### config.mk
export PLATFORM = sky130hd
export DESIGN_NAME = bulk_string_array_parser_flat
export DESIGN_NICKNAME = d
export VERILOG_FILES = /design/src/bsap_pkg.sv /design/src/bsap_if.sv /design/src/bsap_cfg.sv /design/src/bsap_step.sv /design/src/bulk_string_array_parser.sv /design/src/flat_wrapper.sv
export SDC_FILE = /design/constraint.sdc
export NUM_CORES = 1
export LEC_CHECK = 0
export ABC_AREA = 0
export BUFFER_PORTS_ARGS = -buffer_cell sky130_fd_sc_hd__buf_2
export CAP_MARGIN = 20
export CORE_UTILIZATION = 49
export CTS_BUF_LIST = sky130_fd_sc_hd__clkbuf_8
export DETAILED_ROUTE_END_ITERATION = 6
export GPL_TIMING_DRIVEN = 0
export PLACE_DENSITY_LB_ADDON = 0.08
export SETUP_SLACK_MARGIN = 0.1
export SLEW_MARGIN = 30
export SYNTH_ARGS = -nofsm -noshare
export SYNTH_HDL_FRONTEND = slang
export SYNTH_SLANG_ARGS = --single-unit
### constraint.sdc
create_clock -name clk_i -period 7.9 [get_ports clk_i]
set_input_delay 0.79 -clock clk_i [delete_from_list [all_inputs] [get_ports clk_i]]
set_output_delay 0.79 -clock clk_i [all_outputs]
set_load 0.05 [all_outputs]
### src/bsap_pkg.sv
// shared constants, codes and types of the bulk string array parser
`default_nettype none
package bsap_pkg;

  // default limits for the count and length fields
  localparam int unsigned MaxElementsDef = 255;
  localparam int unsigned MaxBulkLenDef  = 4095;

  // message length limit register
  localparam int unsigned    LenW          = 16;
  localparam logic [LenW-1:0] MaxLenReset  = 16'd1024;
  localparam logic [LenW-1:0] CountSat     = 16'hFFFF;

  // configuration port
  localparam int unsigned     CfgAddrW     = 1;
  localparam int unsigned     CfgDataW     = 32;
  localparam logic [CfgAddrW-1:0] CfgAddrMaxLen = 1'b0;

  // parse phases
  localparam int unsigned  PhaseW      = 4;
  localparam logic [PhaseW-1:0] PhStar    = 4'd0;
  localparam logic [PhaseW-1:0] PhCount   = 4'd1;
  localparam logic [PhaseW-1:0] PhCountLf = 4'd2;
  localparam logic [PhaseW-1:0] PhDollar  = 4'd3;
  localparam logic [PhaseW-1:0] PhLen     = 4'd4;
  localparam logic [PhaseW-1:0] PhLenLf   = 4'd5;
  localparam logic [PhaseW-1:0] PhPayload = 4'd6;
  localparam logic [PhaseW-1:0] PhPayCr   = 4'd7;
  localparam logic [PhaseW-1:0] PhPayLf   = 4'd8;
  localparam logic [PhaseW-1:0] PhError   = 4'd9;

  // error codes
  localparam logic [2:0] ErrBadStart   = 3'd0;
  localparam logic [2:0] ErrBadDigit   = 3'd1;
  localparam logic [2:0] ErrMissingLf  = 3'd2;
  localparam logic [2:0] ErrNoDollar   = 3'd3;
  localparam logic [2:0] ErrEmptyNum   = 3'd4;
  localparam logic [2:0] ErrBadTerm    = 3'd5;
  localparam logic [2:0] ErrTooLong    = 3'd6;
  localparam logic [2:0] ErrOverflow   = 3'd7;

  // framing characters
  localparam logic [7:0] ChStar   = 8'h2A;
  localparam logic [7:0] ChDollar = 8'h24;
  localparam logic [7:0] ChCr     = 8'h0D;
  localparam logic [7:0] ChLf     = 8'h0A;
  localparam logic [7:0] ChZero   = 8'h30;
  localparam logic [7:0] ChNine   = 8'h39;

  // one result of the parser
  typedef struct packed {
    logic            payload_valid;
    logic [7:0]      payload_byte;
    logic            element_end;
    logic            message_done;
    logic            error_flag;
    logic [2:0]      error_code;
    logic [LenW-1:0] consumed_len;
  } res_t;

endpackage
`default_nettype wire

### src/bsap_if.sv
// byte input and result channels of the parser
`default_nettype none
interface bsap_in_if;
  logic       valid;
  logic       ready;
  logic [7:0] data_byte;
  logic       restart;

  modport source (output valid, data_byte, restart, input ready);
  modport sink   (input valid, data_byte, restart, output ready);
endinterface

interface bsap_out_if;
  logic        valid;
  logic        ready;
  logic        payload_valid;
  logic [7:0]  payload_byte;
  logic        element_end;
  logic        message_done;
  logic        error_flag;
  logic [2:0]  error_code;
  logic [15:0] consumed_len;

  modport source (output valid, payload_valid, payload_byte, element_end, message_done,
                  error_flag, error_code, consumed_len, input ready);
  modport sink   (input valid, payload_valid, payload_byte, element_end, message_done,
                  error_flag, error_code, consumed_len, output ready);
endinterface
`default_nettype wire

### src/bsap_cfg.sv
// message length limit register behind the apb port
`default_nettype none
module bsap_cfg
  import bsap_pkg::*;
(
  input  wire logic                clk_i,
  input  wire logic                rst_ni,
  input  wire logic                psel,
  input  wire logic                penable,
  input  wire logic                pwrite,
  input  wire logic [CfgAddrW-1:0] paddr,
  input  wire logic [CfgDataW-1:0] pwdata,
  output logic      [CfgDataW-1:0] prdata,
  output logic                     pready,
  output logic      [LenW-1:0]     max_len_o
);

  logic [LenW-1:0] max_len_q;
  logic            wr_en;

  assign pready = 1'b1;
  assign wr_en  = psel && penable && pwrite && (paddr == CfgAddrMaxLen);

  always_ff @(posedge clk_i or negedge rst_ni) begin
    if (!rst_ni) begin
      max_len_q <= MaxLenReset;
    end else if (wr_en) begin
      max_len_q <= pwdata[LenW-1:0];
    end
  end

  always_comb begin
    prdata = '0;
    if (paddr == CfgAddrMaxLen) begin
      prdata = {{(CfgDataW-LenW){1'b0}}, max_len_q};
    end
  end

  assign max_len_o = max_len_q;

endmodule
`default_nettype wire

### src/bsap_step.sv
// next parse state and result for one byte
`default_nettype none
module bsap_step
  import bsap_pkg::*;
#(
  parameter int unsigned MaxElements = MaxElementsDef,
  parameter int unsigned MaxBulkLen  = MaxBulkLenDef,
  localparam int unsigned ElemW = $clog2(MaxElements + 1),
  localparam int unsigned BulkW = $clog2(MaxBulkLen + 1),
  localparam int unsigned AccW  = (ElemW > BulkW) ? ElemW : BulkW
) (
  input  wire logic [PhaseW-1:0] phase_i,
  input  wire logic [ElemW-1:0]  elem_left_i,
  input  wire logic [BulkW-1:0]  pay_left_i,
  input  wire logic [AccW-1:0]   acc_i,
  input  wire logic              digit_seen_i,
  input  wire logic [LenW-1:0]   byte_cnt_i,
  input  wire logic [LenW-1:0]   max_len_i,
  input  wire logic [7:0]        data_byte_i,
  input  wire logic              restart_i,
  output logic      [PhaseW-1:0] phase_o,
  output logic      [ElemW-1:0]  elem_left_o,
  output logic      [BulkW-1:0]  pay_left_o,
  output logic      [AccW-1:0]   acc_o,
  output logic                   digit_seen_o,
  output logic      [LenW-1:0]   byte_cnt_o,
  output res_t                   res_o
);

  localparam int unsigned WideW = AccW + 4;
  localparam logic [WideW-1:0] ElemBound = WideW'(MaxElements);
  localparam logic [WideW-1:0] BulkBound = WideW'(MaxBulkLen);

  logic [PhaseW-1:0] ph;
  logic [ElemW-1:0]  el;
  logic [BulkW-1:0]  pl;
  logic [AccW-1:0]   acc;
  logic              ds;
  logic [LenW-1:0]   bc;
  logic              is_digit;
  logic [WideW-1:0]  acc_x10;
  logic              err;
  logic [2:0]        code;

  // restart abandons the message before this byte is looked at
  assign ph  = restart_i ? PhStar : phase_i;
  assign el  = restart_i ? '0 : elem_left_i;
  assign pl  = restart_i ? '0 : pay_left_i;
  assign acc = restart_i ? '0 : acc_i;
  assign ds  = restart_i ? 1'b0 : digit_seen_i;
  assign bc  = restart_i ? '0 : byte_cnt_i;

  assign is_digit = (data_byte_i >= ChZero) && (data_byte_i <= ChNine);
  // times ten as shift and add, then the digit
  assign acc_x10  = ({4'b0, acc} << 3) + ({4'b0, acc} << 1)
                  + {{(WideW-4){1'b0}}, data_byte_i[3:0]};

  always_comb begin
    logic [LenW-1:0] bc_s;
    phase_o      = ph;
    elem_left_o  = el;
    pay_left_o   = pl;
    acc_o        = acc;
    digit_seen_o = ds;
    byte_cnt_o   = bc;
    err          = 1'b0;
    code         = ErrBadStart;
    res_o        = '0;
    bc_s         = bc;

    if (ph != PhError) begin
      if (ph == PhStar) begin
        bc_s = '0;
      end
      if (bc_s >= max_len_i) begin
        err  = 1'b1;
        code = ErrTooLong;
      end else begin
        unique case (ph)
          PhStar: begin
            if (data_byte_i != ChStar) begin
              err  = 1'b1;
              code = ErrBadStart;
            end else begin
              acc_o        = '0;
              digit_seen_o = 1'b0;
              phase_o      = PhCount;
            end
          end
          PhCount: begin
            if (data_byte_i == ChCr) begin
              if (!ds) begin
                err  = 1'b1;
                code = ErrEmptyNum;
              end else begin
                elem_left_o = acc[ElemW-1:0];
                phase_o     = PhCountLf;
              end
            end else if (!is_digit) begin
              err  = 1'b1;
              code = ErrBadDigit;
            end else if (acc_x10 > ElemBound) begin
              err  = 1'b1;
              code = ErrOverflow;
            end else begin
              acc_o        = acc_x10[AccW-1:0];
              digit_seen_o = 1'b1;
            end
          end
          PhCountLf: begin
            if (data_byte_i != ChLf) begin
              err  = 1'b1;
              code = ErrMissingLf;
            end else if (el == '0) begin
              res_o.message_done = 1'b1;
              phase_o            = PhStar;
            end else begin
              phase_o = PhDollar;
            end
          end
          PhDollar: begin
            if (data_byte_i != ChDollar) begin
              err  = 1'b1;
              code = ErrNoDollar;
            end else begin
              acc_o        = '0;
              digit_seen_o = 1'b0;
              phase_o      = PhLen;
            end
          end
          PhLen: begin
            if (data_byte_i == ChCr) begin
              if (!ds) begin
                err  = 1'b1;
                code = ErrEmptyNum;
              end else begin
                pay_left_o = acc[BulkW-1:0];
                phase_o    = PhLenLf;
              end
            end else if (!is_digit) begin
              err  = 1'b1;
              code = ErrBadDigit;
            end else if (acc_x10 > BulkBound) begin
              err  = 1'b1;
              code = ErrOverflow;
            end else begin
              acc_o        = acc_x10[AccW-1:0];
              digit_seen_o = 1'b1;
            end
          end
          PhLenLf: begin
            if (data_byte_i != ChLf) begin
              err  = 1'b1;
              code = ErrMissingLf;
            end else begin
              phase_o = (pl != '0) ? PhPayload : PhPayCr;
            end
          end
          PhPayload: begin
            res_o.payload_valid = 1'b1;
            res_o.payload_byte  = data_byte_i;
            if (pl != '0) begin
              pay_left_o = pl - 1'b1;
            end
            if (pl <= BulkW'(1)) begin
              phase_o = PhPayCr;
            end
          end
          PhPayCr: begin
            if (data_byte_i != ChCr) begin
              err  = 1'b1;
              code = ErrBadTerm;
            end else begin
              phase_o = PhPayLf;
            end
          end
          PhPayLf: begin
            if (data_byte_i != ChLf) begin
              err  = 1'b1;
              code = ErrBadTerm;
            end else begin
              res_o.element_end = 1'b1;
              if (el != '0) begin
                elem_left_o = el - 1'b1;
              end
              if (el <= ElemW'(1)) begin
                res_o.message_done = 1'b1;
                phase_o            = PhStar;
              end else begin
                phase_o = PhDollar;
              end
            end
          end
          default: begin
            // codes with no phase behind them
            err  = 1'b1;
            code = ErrBadStart;
          end
        endcase
      end

      byte_cnt_o = (bc_s != CountSat) ? bc_s + 1'b1 : bc_s;

      if (err) begin
        phase_o = PhError;
        res_o   = '0;
      end
    end

    res_o.error_flag   = err;
    res_o.error_code   = err ? code : ErrBadStart;
    res_o.consumed_len = byte_cnt_o;
  end

endmodule
`default_nettype wire

### src/bulk_string_array_parser.sv
// top level of the bulk string array parser
//
//  channel  | dir | payload                                          | transfer
//  ---------+-----+--------------------------------------------------+------------------
//  in_ch    | in  | data_byte, restart                               | valid && ready
//  out_ch   | out | payload_valid/byte, element_end, message_done,   | valid && ready
//           |     | error_flag, error_code, consumed_len             |
//  apb      | in  | max_message_len at address 0                     | psel&penable&pwrite
//
// one byte per cycle sustained while out_ch.ready stays high; after its transfer a byte's
// result passes the input register, then the parse step into the result register, and is
// offered on out_ch from the result register
// the parse state registers update when a byte moves from the input register to the result
// register, so a byte never waits on the state of the one before it
// out_ch.ready low holds the result register and then the input register; nothing is dropped
// asynchronous active-low reset clears the parse state and sets the limit to 1024
`default_nettype none
module bulk_string_array_parser
  import bsap_pkg::*;
#(
  parameter int unsigned MaxElements = MaxElementsDef,
  parameter int unsigned MaxBulkLen  = MaxBulkLenDef
) (
  input  wire logic                clk_i,
  input  wire logic                rst_ni,
  bsap_in_if.sink                  in_ch,
  bsap_out_if.source               out_ch,
  input  wire logic                psel,
  input  wire logic                penable,
  input  wire logic                pwrite,
  input  wire logic [CfgAddrW-1:0] paddr,
  input  wire logic [CfgDataW-1:0] pwdata,
  output logic      [CfgDataW-1:0] prdata,
  output logic                     pready
);

  localparam int unsigned ElemW = $clog2(MaxElements + 1);
  localparam int unsigned BulkW = $clog2(MaxBulkLen + 1);
  localparam int unsigned AccW  = (ElemW > BulkW) ? ElemW : BulkW;

  // length limit register
  logic [LenW-1:0] max_len;

  bsap_cfg u_cfg (
    .clk_i     (clk_i),
    .rst_ni    (rst_ni),
    .psel      (psel),
    .penable   (penable),
    .pwrite    (pwrite),
    .paddr     (paddr),
    .pwdata    (pwdata),
    .prdata    (prdata),
    .pready    (pready),
    .max_len_o (max_len)
  );

  // input register
  logic       in_valid_q;
  logic [7:0] in_byte_q;
  logic       in_restart_q;

  // result register
  logic res_valid_q;
  res_t res_q;

  // parse state
  logic [PhaseW-1:0] phase_q,      phase_d;
  logic [ElemW-1:0]  elem_left_q,  elem_left_d;
  logic [BulkW-1:0]  pay_left_q,   pay_left_d;
  logic [AccW-1:0]   acc_q,        acc_d;
  logic              digit_seen_q, digit_seen_d;
  logic [LenW-1:0]   byte_cnt_q,   byte_cnt_d;
  res_t              res_d;

  logic advance;
  logic in_xfer;

  // a byte moves on when the result register is empty or being emptied
  assign advance      = in_valid_q && (!res_valid_q || out_ch.ready);
  assign in_ch.ready  = !in_valid_q || advance;
  assign in_xfer      = in_ch.valid && in_ch.ready;

  bsap_step #(
    .MaxElements (MaxElements),
    .MaxBulkLen  (MaxBulkLen)
  ) u_step (
    .phase_i      (phase_q),
    .elem_left_i  (elem_left_q),
    .pay_left_i   (pay_left_q),
    .acc_i        (acc_q),
    .digit_seen_i (digit_seen_q),
    .byte_cnt_i   (byte_cnt_q),
    .max_len_i    (max_len),
    .data_byte_i  (in_byte_q),
    .restart_i    (in_restart_q),
    .phase_o      (phase_d),
    .elem_left_o  (elem_left_d),
    .pay_left_o   (pay_left_d),
    .acc_o        (acc_d),
    .digit_seen_o (digit_seen_d),
    .byte_cnt_o   (byte_cnt_d),
    .res_o        (res_d)
  );

  // input stage control
  always_ff @(posedge clk_i or negedge rst_ni) begin
    if (!rst_ni) begin
      in_valid_q <= 1'b0;
    end else if (in_ch.ready) begin
      in_valid_q <= in_ch.valid;
    end
  end

  // input stage payload
  always_ff @(posedge clk_i) begin
    if (in_xfer) begin
      in_byte_q    <= in_ch.data_byte;
      in_restart_q <= in_ch.restart;
    end
  end

  // parse state, updated once per byte
  always_ff @(posedge clk_i or negedge rst_ni) begin
    if (!rst_ni) begin
      phase_q      <= PhStar;
      elem_left_q  <= '0;
      pay_left_q   <= '0;
      acc_q        <= '0;
      digit_seen_q <= 1'b0;
      byte_cnt_q   <= '0;
    end else if (advance) begin
      phase_q      <= phase_d;
      elem_left_q  <= elem_left_d;
      pay_left_q   <= pay_left_d;
      acc_q        <= acc_d;
      digit_seen_q <= digit_seen_d;
      byte_cnt_q   <= byte_cnt_d;
    end
  end

  // result stage control
  always_ff @(posedge clk_i or negedge rst_ni) begin
    if (!rst_ni) begin
      res_valid_q <= 1'b0;
    end else if (advance) begin
      res_valid_q <= 1'b1;
    end else if (out_ch.ready) begin
      res_valid_q <= 1'b0;
    end
  end

  // result stage payload
  always_ff @(posedge clk_i) begin
    if (advance) begin
      res_q <= res_d;
    end
  end

  assign out_ch.valid         = res_valid_q;
  assign out_ch.payload_valid = res_q.payload_valid;
  assign out_ch.payload_byte  = res_q.payload_byte;
  assign out_ch.element_end   = res_q.element_end;
  assign out_ch.message_done  = res_q.message_done;
  assign out_ch.error_flag    = res_q.error_flag;
  assign out_ch.error_code    = res_q.error_code;
  assign out_ch.consumed_len  = res_q.consumed_len;

endmodule
`default_nettype wire

### src/flat_wrapper.sv
// flat-port wrapper written by rule: the top's interface ports become plain ports
module bulk_string_array_parser_flat import bsap_pkg::*;
#(
  parameter int unsigned MaxElements = MaxElementsDef,
  parameter int unsigned MaxBulkLen  = MaxBulkLenDef
)
  (clk_i, rst_ni, psel, penable, pwrite, paddr, pwdata, prdata, pready, in_ch_valid, in_ch_data_byte, in_ch_restart, in_ch_ready, out_ch_valid, out_ch_payload_valid, out_ch_payload_byte, out_ch_element_end, out_ch_message_done, out_ch_error_flag, out_ch_error_code, out_ch_consumed_len, out_ch_ready);
  bsap_in_if in_ch_i ();
  bsap_out_if out_ch_i ();
  input  wire logic clk_i;
  input  wire logic rst_ni;
  input  wire logic psel;
  input  wire logic penable;
  input  wire logic pwrite;
  input  wire logic [CfgAddrW-1:0] paddr;
  input  wire logic [CfgDataW-1:0] pwdata;
  output logic      [CfgDataW-1:0] prdata;
  output logic pready;
  input wire logic [$bits(in_ch_i.valid)-1:0] in_ch_valid;
  input wire logic [$bits(in_ch_i.data_byte)-1:0] in_ch_data_byte;
  input wire logic [$bits(in_ch_i.restart)-1:0] in_ch_restart;
  output wire logic [$bits(in_ch_i.ready)-1:0] in_ch_ready;
  output wire logic [$bits(out_ch_i.valid)-1:0] out_ch_valid;
  output wire logic [$bits(out_ch_i.payload_valid)-1:0] out_ch_payload_valid;
  output wire logic [$bits(out_ch_i.payload_byte)-1:0] out_ch_payload_byte;
  output wire logic [$bits(out_ch_i.element_end)-1:0] out_ch_element_end;
  output wire logic [$bits(out_ch_i.message_done)-1:0] out_ch_message_done;
  output wire logic [$bits(out_ch_i.error_flag)-1:0] out_ch_error_flag;
  output wire logic [$bits(out_ch_i.error_code)-1:0] out_ch_error_code;
  output wire logic [$bits(out_ch_i.consumed_len)-1:0] out_ch_consumed_len;
  input wire logic [$bits(out_ch_i.ready)-1:0] out_ch_ready;
  assign in_ch_i.valid = in_ch_valid;
  assign in_ch_i.data_byte = in_ch_data_byte;
  assign in_ch_i.restart = in_ch_restart;
  assign in_ch_ready = in_ch_i.ready;
  assign out_ch_valid = out_ch_i.valid;
  assign out_ch_payload_valid = out_ch_i.payload_valid;
  assign out_ch_payload_byte = out_ch_i.payload_byte;
  assign out_ch_element_end = out_ch_i.element_end;
  assign out_ch_message_done = out_ch_i.message_done;
  assign out_ch_error_flag = out_ch_i.error_flag;
  assign out_ch_error_code = out_ch_i.error_code;
  assign out_ch_consumed_len = out_ch_i.consumed_len;
  assign out_ch_i.ready = out_ch_ready;
  bulk_string_array_parser #(.MaxElements(MaxElements), .MaxBulkLen(MaxBulkLen)) u_core (.clk_i(clk_i), .rst_ni(rst_ni), .in_ch(in_ch_i), .out_ch(out_ch_i), .psel(psel), .penable(penable), .pwrite(pwrite), .paddr(paddr), .pwdata(pwdata), .prdata(prdata), .pready(pready));
endmodule
==> results of run 1 <==
-- cells by family (layout without fill, tap and decap cells) --
group / after synthesis / count (layout) / synth area share, %
mux: 25 / 25 / 3.446
flops: 111 / 111 / 37.47
simple gates: 325 / 325 / 21.27
buf+inv: 100 / 198 / 5.680
other cells: 2 / 17 / 0.09445
fa+ha+maj: 46 / 46 / 7.333
xor+xnor: 26 / 26 / 2.864
compound gates: 253 / 253 / 21.84
-- worst max-delay path: stages, from the launching register on --
cell      delay [ns]
edfxtp_1        0.48
inv_1           0.25
clkbuf_1        0.52
clkbuf_1        0.53
clkbuf_1        0.53
clkbuf_1        0.62
nand2_1         0.15
inv_1           0.12
ha_1            0.24
ha_1            0.36
o211a_1         0.27
a21oi_2         0.20
o21ai_0         0.14
xor2_1          0.19
nor4_1          0.72
a31oi_1         0.36
nor3_2          0.56
o21ai_0         0.16
-- registers in the layout, indices dropped and copies added, names as in the netlist, 3 cells and up --
signal / flops
u_core.phase_q: 4
u_core.pay_left_q: 12
u_core.out_ch.payload_byte: 8
u_core.elem_left_q: 8
u_core.acc_q: 12
u_core.out_ch.consumed_len: 16
u_core.byte_cnt_q: 16
u_core.out_ch.error_code: 3
u_core.in_byte_q: 8
u_core.u_cfg.max_len_o: 16
-- routing by layer --
layer / global-route usage (%) / up-vias / wire (um)
met5: 0 / - / 0
met4: 9.758 / 0 / 597
met3: 6.152 / 52 / 2079
met2: 40.58 / 398 / 9673
li1: - / 3505 / -
met1: 43.13 / 3473 / 11150
-- worst max path at each step --
stage	startpoint	endpoint	slack, ns
4_1_cts	u_core.in_restart_q	u_core.acc_q[8]	1.64
6_report	u_core.in_restart_q	u_core.acc_q[8]	1.33
5_1_grt	u_core.in_restart_q	u_core.acc_q[8]	1.04
3_3_place_gp	u_core.in_restart_q	u_core.acc_q[8]	1.58
3_5_place_dp	u_core.in_restart_q	u_core.acc_q[8]	1.69
2_1_floorplan	u_core.in_restart_q	u_core.out_ch.error_code[1]	3.45
-- final cells by class --
| type | count | area, um^2 | area share (%) |
|---|---|---|---|
| Timing Repair Buffer | 82 | 457.9 | 5.137 |
| Tap cell | 216 | 270.3 | 3.032 |
| Inverter | 35 | 131.4 | 1.474 |
| Sequential cell | 111 | 2979 | 33.42 |
| Clock inverter | 7 | 47.55 | 0.5333 |
| Multi-Input combinational cell | 692 | 4583 | 51.41 |
| Clock buffer | 9 | 123.9 | 1.389 |
| Buffer | 65 | 321.6 | 3.607 |
-- layout by cell type, fill, tap and decap left out, types with 20 or more instances in the layout --
master,n
nand2_1,90
buf_2,83
dfrtp_1,70
o21ai_0,57
nor2_1,53
ha_1,45
a21oi_1,42
edfxtp_1,40
clkbuf_1,39
and3_1,35
inv_1,34
a21o_1,23
nor3_1,22
nor2b_1,21
nand3_1,20
-- stage by stage --
stage                     utilization (%)  hold slack, ns  instance area [um^2]  power (W)  std cells
after floorplan                         -          0.4550                  8008   0.001245        903
after global placement              54.63          0.4880                  8678   0.001444       1199
after detailed placement            55.00          0.4952                  8737   0.001450       1201
after CTS                           56.08          0.2920                  8909   0.001770       1217
after global routing                56.12          0.2967                  8915   0.001875       1217
final                               56.12          0.2713                  8915   0.001781       1217
-- power groups by stage --
stage	Sequential [W]	Clock, W	Combinational [W]
5_1_grt	0.000732	0.000348	0.000795
3_5_place_dp	0.000734	0	0.000716
2_1_floorplan	0.000768	0	0.000477
3_3_place_gp	0.000734	0	0.000710
4_1_cts	0.000722	0.000329	0.000719
6_report	0.000723	0.000323	0.000734
==> reports/results.tsv, run 1 <==
stage	metric	value	unit
run_status	status	completed	
grt	total grt overflow	0	
power_and_ir_drop	switching pwr	0.0007681	W
synth	ys flop type	dfrtp_1	
sta	Final Skew	0.02672	ns
sta	Worst Max-Slew Pin Slew	0.8909	ns
routing	drt first-iter violations	858	
routing	Via density	6.104	
routing	routed len/inst	19.31	um
final_layout	Fill cells	1483	
synth	Yosys top cell area share	22.03	%
synth	most common cell in the synthesized netlist	nand2_1	
placement	Final Wtd Congestion	0.9581	
worst_setup_path	CP max FO	10	
synth	Synth Cell Area	7951	um^2
synth	top post-synthesis cells by count	90 x nand2_1, 70 x dfrtp_1, 57 x o21ai_0, 53 x nor2_1, 45 x ha_1	
clocking	CTS clk-pin slew, worst paths	0.12	ns
die	Die Area	16740	um^2
power_and_ir_drop	internal power	0.001013	W
synth	Synth Instances	888	
power_and_ir_drop	leakage power	4.112	nW
worst_setup_path	Crit Reg-Reg Startpoint	u_core.in_restart_q	
worst_setup_path	Reg2Reg Setup Slack	1.33	ns
clocking	clock root cell	clkbuf_8	
clocking	postcts setup bufs	0	
worst_setup_path	Crit path required time	8.16	ns
clocking	hold_buf cts	0	
worst_setup_path	crit path DAT	6.82	ns
placement	# port buffers	80	
power_and_ir_drop	clock power share	18.1	%
worst_setup_path	R2R cell count	17	
worst_setup_path	kind of critical path	flip-flop to flip-flop	
die	die width	129.4	um
sta	Final WS setup	1.335	ns
routing	DR pass1 iterations	6	
routing	WL final	23500	um
worst_setup_path	crit start category	flip-flop	
synth	Syn Area/Cell	8.954	um^2
final_layout	layout cells sized above 1	16.28	%
synth	Synth area leader	dfrtp_1	
sta	final worst path period share	83.10	%
grt	vias in the first global route	6588	
placement	pre-CTS WS	1.695	ns
routing	Post-DRT Antenna Nets	0	
routing	vias	7428	
clocking	CTS H-tree depth	3	
grt	GRT Overall Usage	28.77	%
grt	pin count of the biggest net entering global routing	47	
clocking	PostCTS Resize Cnt	0	
clocking	Skew-Pair Late Insertion Delay	0.42	ns
clocking	TritonCTS Buffers	9	
grt	initial antenna violation count	0	
routing	# DRC	0	
power_and_ir_drop	combinational share of power	41.2	%
final_layout	layout overhead on the synthesized area	12.12	%
clocking	clk sinks	111	
worst_setup_path	Reg-to-Reg End	u_core.acc_q[8]	
sta	Final Max Slew Viols	0	
placement	HPWL after DPL	17370	um
power_and_ir_drop	Peak supply drop	0.09563	mV
synth	Post-synth EDFFs	40	
sta	Rel. slew slack	40.06	%
worst_setup_path	endpoint class of the critical path	flip-flop	
sta	Final Hold Viols	0	
sta	Tmin final	6.565	ns
sta	RSZ-0062 raised after global routing	no	
power_and_ir_drop	Sw Share	43.14	%
die	CORE AREA	15890	um^2
synth	sequential element share of the synthesized area	37.47	%
synth	Distinct cells, synth	86	
die	Die Ht	129.4	um
die	Std-Cell Rows	46	
grt	first-pass GRT wire length	36580	um
final_layout	# diodes	0	
sta	FMAX	152.3	MHz
die	IO Count	115	
synth	synthesized flop and latch total	111	
sta	Total Neg Setup Slack	0	ns
worst_hold_path	min-delay worst type	primary input to async pin	
synth	ys async rst share	63.96	%
synth	Yosys warning count	0	
clocking	CTS tree	done	
clocking	CTS max path bufs	2	
die	Initial Util	50.06	%
power_and_ir_drop	P per Cell Area	199.7	nW/um^2
synth	synth top area cells	dfrtp_1 22%, edfxtp_1 15%, ha_1 7.1%	
flow_run	Max Cap Viol	0	
final_layout	# nets final	1091	
power_and_ir_drop	Reg power frac	40.6	%
sta	Setup-failing EPs final	0	
No activity file was read; power rests on OpenSTA's default activity.
==> run 2: changes to the inputs <==
- clock period: 7.9 -> 6.01 ns (I/O delays scaled with it)
==> run 2 against run 1 <==
Effect of this change: largest power group unchanged; non-clock buffer count shrank 1; worst hold slack lost 0.18 ns; global-route usage fell by 0.12 points; critical path depth shrank 1; final cell count is essentially flat; highest routed layer unchanged; worst setup slack worse by 1.1 ns; register-to-register slack worse by 1.1 ns; die area is the same; combinational power increased by 33%.
==> reports/results.tsv, run 2 (synthesized netlist as in run 1, its figures left out) <==
stage	metric	value	unit	change
run_status	status	completed		unchanged
power_and_ir_drop	Sw Share	43.14	%	about the same
clocking	clock root cell	clkbuf_8		unchanged
die	Std-Cell Rows	46		unchanged
placement	# port buffers	80		unchanged
sta	Setup-failing EPs final	0		unchanged
routing	DR pass1 iterations	6		unchanged
final_layout	# nets final	1090		was 1,091
sta	Final Hold Viols	0		unchanged
grt	vias in the first global route	6590		was 6,588
worst_hold_path	min-delay worst type	primary input to async pin		unchanged
power_and_ir_drop	Reg power frac	40.5	%	was 40.6%
clocking	hold_buf cts	0		unchanged
die	Initial Util	50.06	%	unchanged
power_and_ir_drop	internal power	0.001336	W	was 0.001013 W
clocking	PostCTS Resize Cnt	4		was 0
final_layout	highest-count cells in the layout ignoring fill and taps	90 x nand2_1, 83 x buf_2, 70 x dfrtp_1, 57 x o21ai_0, 53 x nor2_1		unchanged
sta	Worst Max-Slew Pin Slew	0.8931	ns	was 0.8909 ns
placement	Final Wtd Congestion	0.9581		unchanged
final_layout	Fill cells	1483		unchanged
worst_setup_path	crit start category	flip-flop		unchanged
final_layout	layout cells sized above 1	17.10	%	was 16.28%
routing	# DRC	0		unchanged
clocking	CTS H-tree depth	3		unchanged
sta	Final Max Slew Viols	0		unchanged
die	IO Count	115		unchanged
power_and_ir_drop	leakage power	4.128	nW	was 4.112 nW
routing	WL final	23250	um	was 23,500 um
clocking	TritonCTS Buffers	9		unchanged
worst_setup_path	Crit path required time	6.22	ns	was 8.16 ns
worst_setup_path	Reg2Reg Setup Slack	0.25	ns	was 1.33 ns
sta	final worst path period share	95.81	%	was 83.10%
sta	Rel. slew slack	39.91	%	was 40.06%
die	CORE AREA	15890	um^2	unchanged
final_layout	Layout Utilization	56.26	%	was 56.12%
sta	Tmin final	5.758	ns	was 6.565 ns
final_layout	Reg area	2979	um^2	unchanged
clocking	CTS max path bufs	2		unchanged
die	die width	129.4	um	unchanged
sta	Final Skew	0.02069	ns	was 0.02672 ns
sta	FMAX	173.7	MHz	was 152.3 MHz
worst_setup_path	kind of critical path	flip-flop to flip-flop		unchanged
routing	vias	7436		was 7,428
worst_setup_path	Most common cell on crit path	clkbuf_2		was clkbuf_1
clocking	Skew-Pair Late Insertion Delay	0.41	ns	was 0.42 ns
worst_setup_path	Crit-path slowest cell	a211oi_1		was nor4_1
flow_run	Max Cap Viol	0		unchanged
routing	drt first-iter violations	820		was 858
final_layout	commonest non-fill, non-tap cell in the layout	nand2_1		unchanged
worst_setup_path	crit-path max cell delay	0.57	ns	was 0.72 ns
power_and_ir_drop	switching pwr	0.001013	W	was 0.0007681 W
clocking	CTS clk-pin slew, worst paths	0.12	ns	about the same
die	Die Ht	129.4	um	unchanged
power_and_ir_drop	clock power share	18.0	%	was 18.1%
routing	routed len/inst	19.12	um	was 19.31 um
grt	total grt overflow	0		unchanged
power_and_ir_drop	Total Power	0.002349	W	was 0.001781 W
worst_setup_path	crit path DAT	5.97	ns	was 6.82 ns
final_layout	footprint of the multi-input gates	4602	um^2	was 4583 um^2
power_and_ir_drop	combinational share of power	41.5	%	was 41.2%
sta	final hold slack	0.09404	ns	was 0.2713 ns
worst_setup_path	CP max FO	10		unchanged
grt	GRT Overall Usage	28.66	%	was 28.77%
clocking	CTS tree	done		unchanged
grt	pin count of the biggest net entering global routing	47		unchanged
placement	HPWL after DPL	17370	um	unchanged
grt	first-pass GRT wire length	36470	um	was 36,580 um
worst_setup_path	endpoint class of the critical path	flip-flop		unchanged
placement	pre-CTS WS	-0.1953	ns	was 1.695 ns
power_and_ir_drop	Peak supply drop	0.1260	mV	was 0.09563 mV
routing	Post-DRT Antenna Nets	0		unchanged
sta	RSZ-0062 raised after global routing	yes		was no
routing	Via density	6.115		was 6.104
worst_setup_path	Critical Path, Cell by Cell	clkbuf_2, clkbuf_2, clkbuf_2, buf_1, nor2b_1, ha_1, ha_1, fa_1, a21o_1, a221oi_2, nor3b_1, a211oi_1, nor4_2, a31oi_2, o21ai_0, a31oi_1		was inv_1, clkbuf_1, clkbuf_1, clkbuf_1, clkbuf_1, nand2_1, inv_1, ha_1, ha_1, o211a_1, a21oi_2, o21ai_0, xor2_1, nor4_1, a31oi_1, nor3_2, o21ai_0
power_and_ir_drop	P per Cell Area	262.8	nW/um^2	was 199.7 nW/um^2
clocking	clk sinks	111		unchanged
die	Die Area	16740	um^2	unchanged
final_layout	layout overhead on the synthesized area	12.40	%	was 12.12%
sta	Final WS setup	0.2518	ns	was 1.335 ns
clocking	postcts setup bufs	0		unchanged
grt	initial antenna violation count	0		unchanged
final_layout	# diodes	0		unchanged
==> run 2: power by group through the flow <==
stage | combinational [W] | clock (W) | sequential [W]
finish | 0.000976 | 0.000423 | 0.000950
global route | 0.00106 | 0.000457 | 0.000963
CTS | 0.000945 | 0.000432 | 0.000949
detailed placement | 0.000941 | 0 | 0.000965
global placement | 0.000933 | 0 | 0.000964
floorplan | 0.000627 | 0 | 0.00101
==> run 2: path summary, 6_finish.rpt <==
path                                       startpoint                          end  cells after the start
hold / removal                                 rst_ni         u_core.byte_cnt_q[5]                      1
max in group asynchronous                      rst_ni         u_core.pay_left_q[7]                      2
hold reg to reg            u_core.u_cfg.max_len_o[13]   u_core.u_cfg.max_len_o[13]                      1
min in group clk_i                 in_ch_data_byte[2]          u_core.in_byte_q[2]                      1
setup / recovery                  u_core.in_restart_q  u_core.out_ch.error_code[0]                     16
setup reg to reg                  u_core.in_restart_q  u_core.out_ch.error_code[0]                     16
==> run 2: stage by stage <==
| stage | instances | area [um^2] | setup TNS (ns) |
|---|---|---|---|
| 3_5_place_dp | 1201 | 8737 | -2.207 |
| 4_1_cts | 1217 | 8914 | 0 |
| 3_3_place_gp | 1199 | 8678 | -3.721 |
| 6_report | 1216 | 8937 | 0 |
| 2_1_floorplan | 903 | 8008 | 0 |
| 5_1_grt | 1216 | 8937 | 0 |
==> run 2: critical path, delay by kind of cell, from the launching register on <==
kind                       cells  cell delay [ns]
AOI/OAI and AO/OA              6             2.10
buffers and inverters          4             1.55
DFF                            1             0.46
and+or+nand+nor                3             0.44
adders and majority gates      3             1.00
==> run 2: cell type report <==
type	instances	share of cell area, %
Tap cell	216	3.024
Clock buffer	9	1.386
Clock inverter	7	0.5320
Multi-Input combinational cell	692	51.49
Sequential cell	111	33.33
Timing Repair Buffer	82	5.124
Inverter	35	1.470
Buffer	64	3.640
==> run 2: layer usage <==
layer | global-route usage (%) | part of all wire, % | routed length (um)
met1 | 43.02 | 47 | 11000
met2 | 40.35 | 42 | 9679
met3 | 6.069 | 8.4 | 1949
met4 | 9.758 | 2.7 | 620
met5 | 0 | 0 | 0
